`config.mk`:
```
export PLATFORM = sky130hd
export DESIGN_NAME = stream_search_replace
export DESIGN_NICKNAME = d
export VERILOG_FILES = /design/src/rtl/ssr_pkg.sv /design/src/rtl/stream_search_replace.sv /design/src/rtl/ssr_front.sv /design/src/rtl/ssr_queue.sv /design/src/rtl/ssr_back.sv
export SDC_FILE = /design/constraint.sdc
export NUM_CORES = 1
export LEC_CHECK = 0
export BUFFER_PORTS_ARGS = -buffer_cell sky130_fd_sc_hd__buf_2
export CORE_UTILIZATION = 23
export DETAILED_ROUTE_END_ITERATION = 6
export GPL_ROUTABILITY_DRIVEN = 0
export PLACE_DENSITY_LB_ADDON = 0.08
export SYNTH_ARGS = -nofsm -noshare
export SYNTH_HDL_FRONTEND = slang
export SYNTH_SLANG_ARGS = --single-unit
```
`constraint.sdc`:
```
create_clock -name clk -period 10.55 [get_ports clk]
set_input_delay 2.11 -clock clk [delete_from_list [all_inputs] [get_ports clk]]
set_output_delay 2.11 -clock clk [all_outputs]
set_load 0.02 [all_outputs]
```
`src/rtl/ssr_pkg.sv`:
```
package ssr_pkg;

	// Width of the length fields and of the command byte count, fixed by the register map.
	localparam int LEN_W = 4;

	// Largest number of result bytes one input transaction can cause.
	localparam int CMD_BYTES = 8;
	localparam int CMD_IDX_W = 3;

	// Configuration port geometry.
	localparam int CFG_IDX_W = 3;
	localparam int CFG_DATA_W = 64;

	// Register indexes.
	localparam logic [CFG_IDX_W-1:0] CFG_SEARCH_BYTES  = 3'd0;
	localparam logic [CFG_IDX_W-1:0] CFG_SEARCH_LENGTH = 3'd1;
	localparam logic [CFG_IDX_W-1:0] CFG_SUBST_BYTES   = 3'd2;
	localparam logic [CFG_IDX_W-1:0] CFG_SUBST_LENGTH  = 3'd3;

	// Command queue between the front and back parts.
	localparam int QDEPTH = 4;
	localparam int QPTR_W = 2;
	localparam int QCNT_W = 3;

	// One command: the bytes to emit, how many, and whether the text ends here.
	// A count of zero with last set asks for a bare end marker.
	typedef struct packed {
		logic [CMD_BYTES-1:0][7:0] bytes;
		logic [LEN_W-1:0]          cnt;
		logic                      last;
	} cmd_t;

endpackage

```
`src/rtl/stream_search_replace.sv`:
```
// Streaming search and replace over a byte text. Bytes enter one per
// transaction with a last mark; every non-overlapping occurrence of the
// configured pattern, found left to right, leaves as the configured
// substitute, and pending bytes are flushed at the end of the text, with a
// bare end marker when nothing else is given. A new input transaction is
// taken every cycle while the four-entry command queue between the
// classifying front part and the output back part has room. The back part
// delivers one result per cycle from its output register while res_stall is
// low (a bare end marker counts as one result); that sets the sustained rate
// when substitutes expand the text. Configuration is written through a plain
// write port, by the user only while the block is idle, which the block does
// not enforce; writing the pattern length drops any pending window bytes.
module stream_search_replace #(
	parameter int PATTERN_MAX = 8,
	parameter int SUBST_MAX = 8
) (
	input  logic                           clk,
	input  logic                           arst_n,
	input  logic                           cfg_we,
	input  logic [ssr_pkg::CFG_IDX_W-1:0]  cfg_index,
	input  logic [ssr_pkg::CFG_DATA_W-1:0] cfg_data,
	input  logic                           in_valid,
	output logic                           in_stall,
	input  logic [7:0]                     in_byte,
	input  logic                           in_last,
	output logic                           res_valid,
	input  logic                           res_stall,
	output logic [7:0]                     out_byte,
	output logic                           out_valid,
	output logic                           out_last
);

	logic          in_fire;
	logic          push;
	logic          pop;
	logic          q_full;
	logic          q_empty;
	ssr_pkg::cmd_t push_cmd;
	ssr_pkg::cmd_t head;

	// Input is held off only while the command queue is full.
	assign in_stall = q_full;
	assign in_fire  = in_valid && !q_full;

	ssr_front #(
		.PATTERN_MAX(PATTERN_MAX),
		.SUBST_MAX(SUBST_MAX)
	) u_front (
		.clk(clk),
		.arst_n(arst_n),
		.cfg_we(cfg_we),
		.cfg_index(cfg_index),
		.cfg_data(cfg_data),
		.in_fire(in_fire),
		.in_byte(in_byte),
		.in_last(in_last),
		.push(push),
		.cmd(push_cmd)
	);

	ssr_queue u_queue (
		.clk(clk),
		.arst_n(arst_n),
		.push(push),
		.push_cmd(push_cmd),
		.pop(pop),
		.full(q_full),
		.empty(q_empty),
		.head(head)
	);

	ssr_back u_back (
		.clk(clk),
		.arst_n(arst_n),
		.empty(q_empty),
		.head(head),
		.pop(pop),
		.res_valid(res_valid),
		.res_stall(res_stall),
		.out_byte(out_byte),
		.out_valid(out_valid),
		.out_last(out_last)
	);

endmodule

```
`src/rtl/ssr_front.sv`:
```
module ssr_front #(
	parameter int PATTERN_MAX = 8,
	parameter int SUBST_MAX = 8
) (
	input  logic                              clk,
	input  logic                              arst_n,
	input  logic                              cfg_we,
	input  logic [ssr_pkg::CFG_IDX_W-1:0]     cfg_index,
	input  logic [ssr_pkg::CFG_DATA_W-1:0]    cfg_data,
	input  logic                              in_fire,
	input  logic [7:0]                        in_byte,
	input  logic                              in_last,
	output logic                              push,
	output ssr_pkg::cmd_t                     cmd
);

	localparam int LW = ssr_pkg::LEN_W;

	logic [63:0]   search_bytes_q;
	logic [LW-1:0] search_len_q;
	logic [63:0]   subst_bytes_q;
	logic [LW-1:0] subst_len_q;

	logic [7:0]    win_q [PATTERN_MAX];
	logic [LW-1:0] win_cnt_q;

	logic [LW-1:0] eff_l;
	logic [LW-1:0] eff_s;
	logic [LW-1:0] n;
	logic [7:0]    buf_b [PATTERN_MAX];
	logic          full;
	logic          match;
	logic [LW-1:0] cnt_d;

	// Configuration registers; a new pattern length drops the pending window.
	always_ff @(posedge clk or negedge arst_n) begin
		if (!arst_n) begin
			search_bytes_q <= '0;
			search_len_q   <= LW'(1);
			subst_bytes_q  <= '0;
			subst_len_q    <= '0;
		end else if (cfg_we) begin
			case (cfg_index)
				ssr_pkg::CFG_SEARCH_BYTES:  search_bytes_q <= cfg_data[63:0];
				ssr_pkg::CFG_SEARCH_LENGTH: search_len_q   <= cfg_data[LW-1:0];
				ssr_pkg::CFG_SUBST_BYTES:   subst_bytes_q  <= cfg_data[63:0];
				ssr_pkg::CFG_SUBST_LENGTH:  subst_len_q    <= cfg_data[LW-1:0];
				default: ;
			endcase
		end
	end

	// Effective lengths: a zero pattern length acts as one, oversized values saturate.
	always_comb begin
		if (search_len_q == '0) begin
			eff_l = LW'(1);
		end else if (search_len_q > LW'(PATTERN_MAX)) begin
			eff_l = LW'(PATTERN_MAX);
		end else begin
			eff_l = search_len_q;
		end
		if (subst_len_q > LW'(SUBST_MAX)) begin
			eff_s = LW'(SUBST_MAX);
		end else begin
			eff_s = subst_len_q;
		end
	end

	// Pending bytes followed by the new byte, and the pattern compare.
	always_comb begin
		if (win_cnt_q > eff_l - LW'(1)) begin
			n = eff_l - LW'(1);
		end else begin
			n = win_cnt_q;
		end
		for (int i = 0; i < PATTERN_MAX; i++) begin
			buf_b[i] = (LW'(i) < n) ? win_q[i] : in_byte;
		end
		full = (n == eff_l - LW'(1));
		match = full;
		for (int i = 0; i < PATTERN_MAX; i++) begin
			if (LW'(i) < eff_l && buf_b[i] != search_bytes_q[8*i +: 8]) begin
				match = 1'b0;
			end
		end
	end

	// Classify the transaction into at most one command for the back part.
	always_comb begin
		if (match) begin
			cnt_d = eff_s;
		end else if (full) begin
			cnt_d = in_last ? eff_l : LW'(1);
		end else begin
			cnt_d = in_last ? n + LW'(1) : '0;
		end
		for (int j = 0; j < ssr_pkg::CMD_BYTES; j++) begin
			if (match) begin
				cmd.bytes[j] = subst_bytes_q[8*j +: 8];
			end else if (j < PATTERN_MAX) begin
				cmd.bytes[j] = buf_b[j];
			end else begin
				cmd.bytes[j] = 8'd0;
			end
		end
		cmd.cnt  = cnt_d;
		cmd.last = in_last;
		push = in_fire && (cnt_d != '0 || in_last);
	end

	// Window count update.
	always_ff @(posedge clk or negedge arst_n) begin
		if (!arst_n) begin
			win_cnt_q <= '0;
		end else if (cfg_we && cfg_index == ssr_pkg::CFG_SEARCH_LENGTH) begin
			win_cnt_q <= '0;
		end else if (in_fire) begin
			if (in_last || match) begin
				win_cnt_q <= '0;
			end else if (full) begin
				win_cnt_q <= eff_l - LW'(1);
			end else begin
				win_cnt_q <= n + LW'(1);
			end
		end
	end

	// Window bytes; on a miss with a full window the oldest byte leaves.
	always_ff @(posedge clk) begin
		if (in_fire) begin
			for (int i = 0; i < PATTERN_MAX - 1; i++) begin
				win_q[i] <= full ? buf_b[i+1] : buf_b[i];
			end
			win_q[PATTERN_MAX-1] <= buf_b[PATTERN_MAX-1];
		end
	end

endmodule

```
`src/rtl/ssr_queue.sv`:
```
module ssr_queue (
	input  logic          clk,
	input  logic          arst_n,
	input  logic          push,
	input  ssr_pkg::cmd_t push_cmd,
	input  logic          pop,
	output logic          full,
	output logic          empty,
	output ssr_pkg::cmd_t head
);

	ssr_pkg::cmd_t                 mem_q [ssr_pkg::QDEPTH];
	logic [ssr_pkg::QPTR_W-1:0]    wr_ptr_q;
	logic [ssr_pkg::QPTR_W-1:0]    rd_ptr_q;
	logic [ssr_pkg::QCNT_W-1:0]    cnt_q;

	assign full  = (cnt_q == ssr_pkg::QCNT_W'(ssr_pkg::QDEPTH));
	assign empty = (cnt_q == '0);
	assign head  = mem_q[rd_ptr_q];

	// Pointers and fill level.
	always_ff @(posedge clk or negedge arst_n) begin
		if (!arst_n) begin
			wr_ptr_q <= '0;
			rd_ptr_q <= '0;
			cnt_q    <= '0;
		end else begin
			if (push) begin
				wr_ptr_q <= wr_ptr_q + ssr_pkg::QPTR_W'(1);
			end
			if (pop) begin
				rd_ptr_q <= rd_ptr_q + ssr_pkg::QPTR_W'(1);
			end
			if (push && !pop) begin
				cnt_q <= cnt_q + ssr_pkg::QCNT_W'(1);
			end else if (pop && !push) begin
				cnt_q <= cnt_q - ssr_pkg::QCNT_W'(1);
			end
		end
	end

	// Command storage.
	always_ff @(posedge clk) begin
		if (push) begin
			mem_q[wr_ptr_q] <= push_cmd;
		end
	end

endmodule

```
`src/rtl/ssr_back.sv`:
```
module ssr_back (
	input  logic          clk,
	input  logic          arst_n,
	input  logic          empty,
	input  ssr_pkg::cmd_t head,
	output logic          pop,
	output logic          res_valid,
	input  logic          res_stall,
	output logic [7:0]    out_byte,
	output logic          out_valid,
	output logic          out_last
);

	logic [ssr_pkg::CMD_IDX_W-1:0] idx_q;
	logic                          res_valid_q;
	logic [7:0]                    out_byte_q;
	logic                          out_valid_q;
	logic                          out_last_q;
	logic                          load;
	logic                          final_item;

	// Load the next result when the output register is free or being taken.
	assign load = !empty && (!res_valid_q || !res_stall);
	assign final_item = (head.cnt == '0) ||
		({1'b0, idx_q} == head.cnt - ssr_pkg::LEN_W'(1));
	assign pop = load && final_item;

	// Walk through the bytes of the head command.
	always_ff @(posedge clk or negedge arst_n) begin
		if (!arst_n) begin
			idx_q <= '0;
		end else if (load) begin
			idx_q <= final_item ? '0 : idx_q + ssr_pkg::CMD_IDX_W'(1);
		end
	end

	// Output register valid.
	always_ff @(posedge clk or negedge arst_n) begin
		if (!arst_n) begin
			res_valid_q <= 1'b0;
		end else if (load) begin
			res_valid_q <= 1'b1;
		end else if (!res_stall) begin
			res_valid_q <= 1'b0;
		end
	end

	// Output register payload.
	always_ff @(posedge clk) begin
		if (load) begin
			out_byte_q  <= (head.cnt == '0) ? 8'd0 : head.bytes[idx_q];
			out_valid_q <= (head.cnt != '0);
			out_last_q  <= head.last && final_item;
		end
	end

	assign res_valid = res_valid_q;
	assign out_byte  = out_byte_q;
	assign out_valid = out_valid_q;
	assign out_last  = out_last_q;

endmodule
```
==> results of run 1 <==
[power groups by stage]
| stage | registers [uW] | clock network [uW] | logic [uW] |
|---|---|---|---|
| after floorplan | 3070 | 0 | 1780 |
| after global placement | 3300 | 0 | 2670 |
| after detailed placement | 3300 | 0 | 2680 |
| after CTS | 3260 | 2200 | 2700 |
| after global routing | 3310 | 2270 | 2880 |
| final | 3250 | 2130 | 2630 |
[area by class of cell]
cell class,count,share of cell area [%]
Clock inverter,27,0.9868
Multi-Input combinational cell,886,29.86
Inverter,63,0.8798
Antenna cell,3,0.02793
Timing Repair Buffer,122,2.574
Sequential cell,501,53.19
Tap cell,1287,5.991
Clock buffer,86,6.489
[sequential cells by signal, summed over array words and instances (netlist names)]
name and flops:
u_front.win_cnt_q 4, u_back.out_byte 8, u_front.subst_len_q 4, u_front.subst_bytes_q 64, u_back.out_last 1, u_queue.cnt_q 3, u_front.search_len_q 4, u_back.idx_q 3
u_back.res_valid 1, u_front.search_bytes_q 64, u_queue.rd_ptr_q 2, u_back.out_valid 1, u_queue.mem_q 276, u_front.win_q 64, u_queue.wr_ptr_q 2
[cells in the final DEF (no fill, tap or decap), types with 23 or more instances in the layout]
| cell type | n |
|---|---|
| mux2_1 | 43 |
| xnor2_1 | 55 |
| xor2_1 | 42 |
| dfrtp_1 | 148 |
| mux2i_1 | 56 |
| o22ai_1 | 52 |
| mux4_2 | 85 |
| clkbuf_16 | 64 |
| o21ai_0 | 58 |
| inv_1 | 61 |
| edfxtp_1 | 350 |
| nor2_1 | 106 |
| a21oi_1 | 23 |
| nand2_1 | 86 |
| buf_2 | 91 |
| mux2_2 | 145 |
| buf_4 | 30 |
[final timing paths]
path	cells past startpoint	endpoint	slack, ps	from
max	24	u_queue.mem_q[3][26]	2620	u_front.search_len_q[2]
max reg2reg	24	u_queue.mem_q[3][26]	2620	u_front.search_len_q[2]
min	2	u_back.res_valid	490	u_back.res_valid
min reg2reg	2	u_back.res_valid	490	u_back.res_valid
max in group asynchronous	2	u_front.search_bytes_q[41]	7770	arst_n
min in group asynchronous	1	u_back.res_valid	1410	arst_n
[metrics by stage]
stage | setup slack, ps | util [%] | cells
2_1_floorplan | 3594 | - | 1534
3_3_place_gp | 2533 | 25.26 | 2859
3_5_place_dp | 2557 | 25.26 | 2859
4_1_cts | 2489 | 27.30 | 2972
5_1_grt | 2010 | 27.30 | 2972
6_report | 2617 | 27.31 | 2975
[kinds of logic after synthesis]
| kind of cell | after synthesis | synth area share [%] |
|---|---|---|
| compound gates | 191 | 5.251 |
| xor+xnor | 98 | 3.793 |
| fa+ha+maj | 17 | 0.9647 |
| buf+inv | 147 | 2.483 |
| flops | 501 | 62.60 |
| mux | 329 | 20.12 |
| other cells | 1 | 0.01643 |
| simple gates | 250 | 4.769 |
[worst reg2reg max path, delay by kind of cell (launching register included)]
family | cells | cell delay [ps]
buf+inv | 5 | 1280
compound gates | 5 | 1540
xor+xnor | 1 | 340
mux | 4 | 1360
simple gates | 6 | 1750
fa+ha+maj | 3 | 940
flops | 1 | 450
[routing by layer]
| layer | vias up | wire length (microns) | track usage (%) | share of wire (%) |
|---|---|---|---|---|
| met1 | 7000 | 37380 | 22.40 | 49 |
| met4 | 0 | 1837 | 4.130 | 2.4 |
| met3 | 89 | 2852 | 2.217 | 3.8 |
| met5 | - | 0 | 0 | 0 |
| li1 | 6025 | - | - | - |
| met2 | 282 | 33750 | 23.15 | 45 |
==> run_results.csv, run 1 <==
group,metric,value,unit
final_layout,fill_cells,10090,
worst_setup_path,critical_path_buf_inv_count,5,
worst_setup_path,crit_type,"reg2reg",
drt,vias,13400,
timing,worst_slew_pin_slew,1165,ps
worst_setup_path,timing.critical_path.from_type,"flip-flop",
placed_design,dpl.hpwl,51.46,mm
floorplanning,dieWidth,317.0,microns
yosys,synth.top_cell.area_share,46.05,%
timing,whs,488.1,ps
power,max-vdd-ir-drop,0.1312,mV
power,internal_power,5144,uW
placed_design,port-buffer-count,92,
hold_path,worstHoldPathType,"reg2reg",
clock_tree,clock-root-buffer,"clkbuf_16",
timing,setup_viol,0,
clock_tree,cts_htree_levels,2,
placed_design,place_area,0.02486,sq mm
worst_setup_path,slowest_stage,"nand2_4",
drt,wl_per_cell,25.49,microns
run,maxCapViolCount,0,
yosys,synth.cell_area,0.02283,sq mm
yosys,synth_most_common_cell,"edfxtp_1",
clock_tree,cts_buffers,60,
timing,fmax,126.0,MHz
power,powerDensity,297.9,mW/mm^2
global_route,grt_pass1_vias,14130,
global_route,antenna_found_initial,8,
timing,clock_skew,30.10,ps
final_layout,fin_nets,1732,
floorplanning,start_util,23.19,%
power,swShare,35.76,%
yosys,ys_ff_latch,501,
yosys,synthTopCellsByArea,"edfxtp_1, dfrtp_1, mux4_2, mux2_2, mux2i_1",
power,total_power,8007,uW
worst_setup_path,end_kind,"flip-flop",
global_route,grt_usage,15.21,%
global_route,grt_max_degree,75,
yosys,syn_nets,1632,
worst_setup_path,crit_path_max_incr_delay,640,ps
clock_tree,tritoncts,"built",
yosys,synth_common_cells,"edfxtp_1, dfrtp_1, mux2_2, nor2_1, nand2_1",
yosys,ys.flop_type,"edfxtp_1",
outcome,failed_checks,"DRC",
clock_tree,post_cts_buffers,0,
floorplanning,dieArea,0.1005,sq mm
power,combPwrFrac,32.9,%
power,sequentialPowerShare,40.5,%
outcome,status,"finished with violations",
drt,drt_pass1_iterations,7,
timing,hold_viol,0,
yosys,synth-edff-count,350,
worst_setup_path,path_delay_family,"simple AND/OR/NAND/NOR gates",
drt,ant_nets,0,
worst_setup_path,arrival,8310,ps
drt,wl,75.82,mm
floorplanning,die_y,317.0,microns
drt,via_per_inst,4.503,
final_layout,multi_input_area,0.008026,sq mm
yosys,yosysSeqAreaShare,62.60,%
final_layout,fin_area,0.02688,sq mm
worst_setup_path,cp_cell_sequence,"nor2_1 -> nor2_1 -> nor2_1 -> inv_1 -> ha_1 -> xor2_2 -> inv_1 -> ha_1 -> and4_1 -> a21oi_4 -> mux2i_1 -> inv_1 -> ha_1 -> a21oi_1 -> mux2i_1 -> buf_4 -> mux2_2 -> a221oi_1 -> o21ai_0 -> or3_1 -> a2111oi_2 -> nand2_4 -> buf_4 -> mux2i_1",
yosys,ys_async_sr_fraction,30.14,%
clock_tree,cts.sinks,501,
global_route,grt_pass1_wl,108.4,mm
power,p_sw,2864,uW
power,leakage,0.009687,uW
timing,min_period,7933,ps
final_layout,regArea,0.01430,sq mm
final_layout,area_delta_synth_final,17.76,%
clock_tree,insertion_delay,650,ps
worst_setup_path,worstPathRequired,10920,ps
timing,fin_crit_sh,75.20,%
clock_tree,cts_buffer_depth,3,
floorplanning,core_area,0.09842,sq mm
timing,finalSetupTns,0,ps
yosys,synth.distinct_cells,62,
yosys,yosys_warnings,0,
floorplanning,rows,115,
floorplanning,io_pins,93,
clock_tree,cts_hold_buf,0,
drt,drt_iter0_drc,847,
yosys,avgSynthCellArea,14.88,sq um
clock_tree,cts_resized,0,
yosys,syn_inst,1534,
global_route,grt-ovfl-total,0,
clock_tree,clk_pin_slew,60,ps
worst_setup_path,path_max_fanout,50,
final_layout,drive_above_1_share,27.60,%
drt,drc,1,
timing,slew_headroom,21.23,%
timing,maxSlewViolCount,0,
yosys,yosysTopAreaCell,"edfxtp_1",
timing,rsz0062_at_grt,"false",
power,p_clk_share,26.6,%
(Power assumes the default switching activity.)
==> run 2, diff against run 1 <==
--- a/config.mk
+++ b/config.mk
@@ -5,6 +5,7 @@
 export SDC_FILE = /design/constraint.sdc
 export NUM_CORES = 1
 export LEC_CHECK = 0
+export ABC_AREA = 1
 export BUFFER_PORTS_ARGS = -buffer_cell sky130_fd_sc_hd__buf_2
 export CORE_UTILIZATION = 23
 export DETAILED_ROUTE_END_ITERATION = 6
==> constraint.sdc (replaced) <==
create_clock -name clk -period 7.35 [get_ports clk]
set_input_delay 1.47 -clock clk [delete_from_list [all_inputs] [get_ports clk]]
set_output_delay 1.47 -clock clk [all_outputs]
set_load 0.02 [all_outputs]
==> run 2 against run 1 <==
- the flow finishes with violations (antenna rules)
- first-iteration DRC count increased by 51%
- cell area grew 1.5%
- core utilization about the same
- synthesized area grew 1.6%
- via count is 30% higher
- die area is 1.5% higher
- register-to-register slack got worse by 2000 ps
- sequential share of layout area down 0.78 points
- count of clock-buffer cells in the layout shrank 3
- power is 59% higher
- synthesized cell count is 56% higher
- critical path type unchanged
==> run_results.csv, run 2 <==
group,metric,value,unit
clock_tree,cts.sinks,501,
worst_setup_path,timing.critical_path.mode_cell,"nand2_1",
drt,ant_nets,1,
clock_tree,cts_htree_levels,2,
drt,wl,82.86,mm
floorplanning,dieArea,0.1021,sq mm
worst_setup_path,crit_path_max_incr_delay,530,ps
yosys,syn_nets,2489,
final_layout,top_register,"u_queue.mem_q",
yosys,syn_inst,2391,
worst_setup_path,ff2ff_path_depth,42,
worst_setup_path,arrival,7310,ps
global_route,grt_usage,16.15,%
floorplanning,core_area,0.1000,sq mm
worst_setup_path,r2r-end,"u_queue.cnt_q[1]",
worst_setup_path,end_kind,"flip-flop",
final_layout,mostFrequentLayoutCell,"nand2_1",
timing,hold_viol,0,
worst_setup_path,rrSetupSlack,580,ps
drt,wl_per_cell,21.63,microns
worst_setup_path,path_max_fanout,21,
outcome,status,"finished with violations",
placed_design,dpl.hpwl,55.79,mm
worst_setup_path,slowest_stage,"dfstp_2",
yosys,yosys_warnings,0,
yosys,synth.cell_area,0.02318,sq mm
yosys,yosysTopAreaCell,"edfxtp_1",
clock_tree,cts_buffers,58,
yosys,synth_compound_area_share,12.59,%
final_layout,largest_register_ffs,276,
drt,via_per_inst,4.538,
clock_tree,tritoncts,"built",
floorplanning,rows,116,
clock_tree,cts_hold_buf,0,
floorplanning,dieWidth,319.5,microns
timing,maxSlewViolCount,0,
yosys,ys_ff_latch,501,
global_route,grt_max_degree,77,
power,max-vdd-ir-drop,0.2177,mV
timing,whs,485.3,ps
drt,drt_iter0_drc,1281,
placed_design,port-buffer-count,92,
hold_path,worstHoldPathType,"reg2reg",
timing,rsz0062_at_grt,"false",
global_route,grt_pass1_vias,17270,
hold_path,min_path_cells,2,
worst_setup_path,timing.critical_path.from_type,"flip-flop",
timing,clock_skew,23.79,ps
yosys,yosysSeqAreaShare,61.65,%
final_layout,final_cell_mix,"nand2_1, o21ai_0, edfxtp_1, inv_1, nor2_1",
hold_path,hold_start,"u_front.subst_bytes_q[11]",
yosys,synth_xor_xnor_area_share,0.5290,%
yosys,ys_async_sr_fraction,30.14,%
timing,min_period,6772,ps
final_layout,area_delta_synth_final,17.66,%
hold_path,holdPathEnd,"u_front.subst_bytes_q[11]",
yosys,synth-simple-area-share,18.20,%
timing,fmax,147.7,MHz
timing,fin_crit_sh,92.14,%
global_route,grt-ovfl-total,0,
drt,vias,17380,
final_layout,finish.utilization,27.27,%
floorplanning,io_pins,93,
clock_tree,clk_pin_slew,60,ps
clock_tree,clock-root-buffer,"clkbuf_16",
drt,drc,0,
yosys,synthTopCellsByArea,"edfxtp_1, dfrtp_1, nand2_1, o21ai_0, inv_1",
power,powerDensity,466.5,mW/mm^2
yosys,synth-edff-count,350,
floorplanning,die_y,319.5,microns
yosys,avgSynthCellArea,9.695,sq um
clock_tree,cts_buffer_depth,3,
global_route,grt_pass1_wl,121.2,mm
timing,slew_headroom,21.72,%
floorplanning,start_util,23.18,%
yosys,synth_top_family_by_area,"simple AND/OR/NAND/NOR gates",
yosys,synth.distinct_cells,51,
power,leakage,0.01112,uW
final_layout,drive_above_1_share,11.65,%
global_route,antenna_found_initial,1,
outcome,failed_checks,"antenna rules",
drt,drt_pass1_iterations,5,
timing,setup_viol,0,
yosys,synth_common_cells,"nand2_1, o21ai_0, edfxtp_1, inv_1, nor2_1",
yosys,synth_most_common_cell,"nand2_1",
yosys,yosys.area_share.adder,0.9500,%
timing,worst_slew_pin_slew,1162,ps
yosys,synth.top_cell.area_share,45.34,%
yosys,ys.flop_type,"edfxtp_1",
worst_setup_path,worstPathRequired,7890,ps
final_layout,fin_nets,2572,
yosys,muxShareOfSynthArea,0.04858,%
worst_setup_path,r2r_start,"u_front.search_len_q[0]",
worst_setup_path,crit_type,"reg2reg",
run,maxCapViolCount,0,
clock_tree,insertion_delay,660,ps
run 2: repair_timing:
action / in CTS / in global routing
gates resized for setup: 0 / 3
endpoints found under the setup margin: 0 / 2
setup buffers: 0 / 1
run 2: worst max-delay path: cells and delay by family, from the launching register on:
family	cells	cell delay (ps)
flops	1	530
buf+inv	9	1000
mux	1	260
compound gates	1	230
simple gates	26	3070
fa+ha+maj	5	1550
run 2: kinds of logic after synthesis:
kind of cell / count (synthesis)
other: 1
buffers and inverters: 346
adder cells (fa/ha/maj): 17
XOR/XNOR: 14
AND/OR/NAND/NOR: 994
AO/OA/AOI/OAI: 517
flip-flops: 501
multiplexers: 1
run 2: worst max-delay path by stage:
stage,from,end,slack (ps),cells after the start
2_1_floorplan,u_front.search_len_q[0],u_queue.mem_q[0][0],-270,36
3_3_place_gp,u_front.search_len_q[0],u_queue.cnt_q[1],610,39
3_5_place_dp,u_front.search_len_q[0],u_queue.cnt_q[1],500,39
4_1_cts,u_front.search_len_q[0],u_queue.cnt_q[1],470,39
5_1_grt,u_front.search_len_q[0],u_queue.cnt_q[1],10,41
6_report,u_front.search_len_q[0],u_queue.cnt_q[1],580,42
run 2: routing by layer:
metal / track usage, % / vias to the layer above / routed length (microns)
met5: 0 / - / 0
met4: 4.551 / 0 / 2090
met3: 2.622 / 96 / 3656
met2: 25.65 / 355 / 37620
met1: 22.57 / 8548 / 39490
li1: - / 8385 / -
run 2: report_power, final:
group / leakage, uW / internal (uW) / switching [uW]
Combinational: 0.00503 / 1360 / 3740
Sequential: 0.00513 / 4270 / 348
Clock: 0.000961 / 1750 / 1250
Total: 0.0111 / 7380 / 5340
run 2: cell type report:
class | count | area, sq um
antenna | 9 | 22.52
clock buffer | 83 | 1660
clock inverter | 27 | 309.0
fill | 10480 | 72730
inverter | 222 | 839.6
multi-input combinational | 1544 | 7570
sequential | 501 | 14300
tap | 1298 | 1624
timing repair buffer | 147 | 954.7
run 2: metrics by stage:
stage	setup TNS (ps)	instances	instance area [sq um]	total power [uW]	worst slack [ps]
after floorplan	-75000	2391	23180	7707	-271.7
final	0	3831	27270	12720	577.6
after global placement	0	3711	25260	9857	605.1
after CTS	0	3821	27230	12930	468.6
after detailed placement	0	3711	25260	9875	502.7
after global routing	0	3822	27250	13610	14.54
==> run 3, diff against run 2 <==
--- a/config.mk
+++ b/config.mk
@@ -10,7 +10,7 @@
 export CORE_UTILIZATION = 23
 export DETAILED_ROUTE_END_ITERATION = 6
 export GPL_ROUTABILITY_DRIVEN = 0
-export PLACE_DENSITY_LB_ADDON = 0.08
+export PLACE_DENSITY_LB_ADDON = 0.25
 export SYNTH_ARGS = -nofsm -noshare
 export SYNTH_HDL_FRONTEND = slang
 export SYNTH_SLANG_ARGS = --single-unit
==> run 3 against run 2 <==
- the flow now finishes without violations
- critical path depth fell by 3
- cell count fell by 0.89%
- register-to-register slack improved by 180 ps
- sequential share of layout area rose by 0.46 points
- global-route usage fell by 2.4 points
- highest routed layer is now met5
- core utilization fell by 0.23 points
- wire length fell by 14%
- sequential power barely moved
- clock power fell by 4%
==> run_results.csv, run 3 (synthesized netlist as in run 2, its figures left out) <==
group,metric,value,unit
outcome,status,"finished clean",
drt,drt_iter0_drc,1531,
clock_tree,cts.sinks,501,
clock_tree,cts_buffer_depth,3,
drt,wl,71.42,mm
drt,wl_per_cell,18.81,microns
timing,slew_headroom,26.50,%
final_layout,finish.utilization,27.04,%
timing,maxSlewViolCount,0,
floorplanning,core_area,0.1000,sq mm
global_route,grt_max_degree,76,
drt,drc,0,
global_route,antenna_found_initial,4,
floorplanning,rows,116,
clock_tree,clock-root-buffer,"clkbuf_16",
power,swShare,40.53,%
clock_tree,cts_buffers,54,
clock_tree,post_cts_buffers,0,
global_route,grt_pass1_wl,106.7,mm
floorplanning,dieWidth,319.5,microns
power,p_clk_share,23.5,%
clock_tree,tritoncts,"built",
clock_tree,insertion_delay,620,ps
floorplanning,die_y,319.5,microns
hold_path,min_path_cells,2,
placed_design,port-buffer-count,92,
final_layout,final_cell_mix,"nand2_1, o21ai_0, edfxtp_1, inv_1, nor2_1",
power,combPwrFrac,38.8,%
drt,vias,17130,
power,sequentialPowerShare,37.7,%
timing,fin_crit_sh,89.72,%
final_layout,area_delta_synth_final,16.67,%
worst_setup_path,timing.critical_path.mode_cell,"nand2_1",
final_layout,fin_nets,2550,
worst_setup_path,crit_type,"reg2reg",
drt,via_per_inst,4.510,
timing,fmax,151.6,MHz
power,powerDensity,453.6,mW/mm^2
placed_design,dpl.hpwl,48.08,mm
drt,ant_nets,0,
final_layout,top_register,"u_queue.mem_q",
drt,drt_pass1_iterations,6,
worst_setup_path,crit_path_max_incr_delay,530,ps
power,internal_power,7295,uW
global_route,grt_pass1_vias,16460,
worst_setup_path,end_kind,"flip-flop",
worst_setup_path,slowest_stage,"dfstp_2",
placed_design,post-place-ws,658.0,ps
timing,worst_slew_pin_slew,1103,ps
timing,min_period,6595,ps
floorplanning,dieArea,0.1021,sq mm
timing,hold_viol,0,
power,p_sw,4972,uW
final_layout,largest_register_ffs,276,
timing,rsz0062_at_grt,"false",
final_layout,mostFrequentLayoutCell,"nand2_1",
worst_setup_path,path_max_fanout,28,
worst_setup_path,timing.critical_path.from_type,"flip-flop",
power,max-vdd-ir-drop,0.2115,mV
worst_setup_path,worstPathRequired,7850,ps
worst_setup_path,ff2ff_path_depth,39,
final_layout,fin_area,0.02704,sq mm
final_layout,drive_above_1_share,11.21,%
global_route,grt_usage,13.79,%
placed_design,place_area,0.02512,sq mm
global_route,grt-ovfl-total,0,
clock_tree,clk_pin_slew,60,ps
floorplanning,io_pins,93,
power,leakage,0.01101,uW
run,maxCapViolCount,0,
timing,clock_skew,15.83,ps
floorplanning,start_util,23.18,%
hold_path,worstHoldPathType,"reg2reg",
timing,setup_viol,0,
worst_setup_path,arrival,7090,ps
timing,finalWorstSetupSlack,755.5,ps
clock_tree,cts_htree_levels,2,
==> run 3: changes by cell type in the layout (fill, tap and decap cells not counted), sizes merged <==
cell / before / now
clkinv: 25 / 21
clkbuf: 83 / 80
diode: 9 / 1
clkinvlp: 1 / 0
buf: 147 / 129
==> run 3: layout make-up <==
cell class                 count  area, sq um
tap                         1298         1624
timing repair buffer         129        807.0
sequential                   501        14300
fill                       10570        72960
multi-input combinational   1544         7562
clock inverter                22        289.0
antenna                        1        2.502
inverter                     222        839.6
clock buffer                  80         1623
==> run 3: layer usage <==
metal / global-route usage [%] / vias up / routed length [microns]
met3: 1.874 / 91 / 3195
met4: 3.793 / 2 / 1684
met2: 22.00 / 414 / 32260
met1: 19.45 / 8311 / 34270
li1: - / 8307 / -
met5: 0 / - / 13
==> run 3: final timing paths <==
check / start / to / slack (ps)
min in group asynchronous: arst_n / u_front.subst_bytes_q[57] / 850
max in group asynchronous: arst_n / u_front.subst_bytes_q[22] / 5340
setup reg to reg: u_front.search_len_q[0] / u_queue.cnt_q[1] / 760
hold reg to reg: u_front.subst_bytes_q[63] / u_front.subst_bytes_q[63] / 490
hold / removal: u_front.subst_bytes_q[63] / u_front.subst_bytes_q[63] / 490
setup / recovery: u_front.search_len_q[0] / u_queue.cnt_q[1] / 760
==> run 3: worst max-delay path: cells and delay by family, from the launching register on <==
family	cells	cell delay [ps]
AO/OA/AOI/OAI	2	530
flip-flops	1	530
adder cells (fa/ha/maj)	5	1590
AND/OR/NAND/NOR	24	2850
buffers and inverters	7	690
multiplexers	1	270
==> run 3: through the flow <==
stage / setup TNS [ps] / hold slack (ps) / instances / total power (uW)
after CTS: 0 / 489.0 / 3796 / 12380
after detailed placement: 0 / 473.6 / 3694 / 9465
after floorplan: -75000 / 453.0 / 2391 / 7707
final: 0 / 485.5 / 3797 / 12270
after global placement: 0 / 468.0 / 3694 / 9455
after global routing: 0 / 509.6 / 3796 / 13100
==> run 3: power groups by stage <==
stage	sequential (uW)	combinational (uW)	clock (uW)
floorplan	4570	3130	0
global placement	4680	4770	0
detailed placement	4680	4780	0
CTS	4630	4790	2960
global route	4710	5330	3060
finish	4630	4760	2880
==> run 3: what timing repair did <==
item,in CTS,in global routing
endpoints found under the setup margin,0,2
hold buffers,0,0
resized for setup,0,2
hold endpoints to repair,0,0
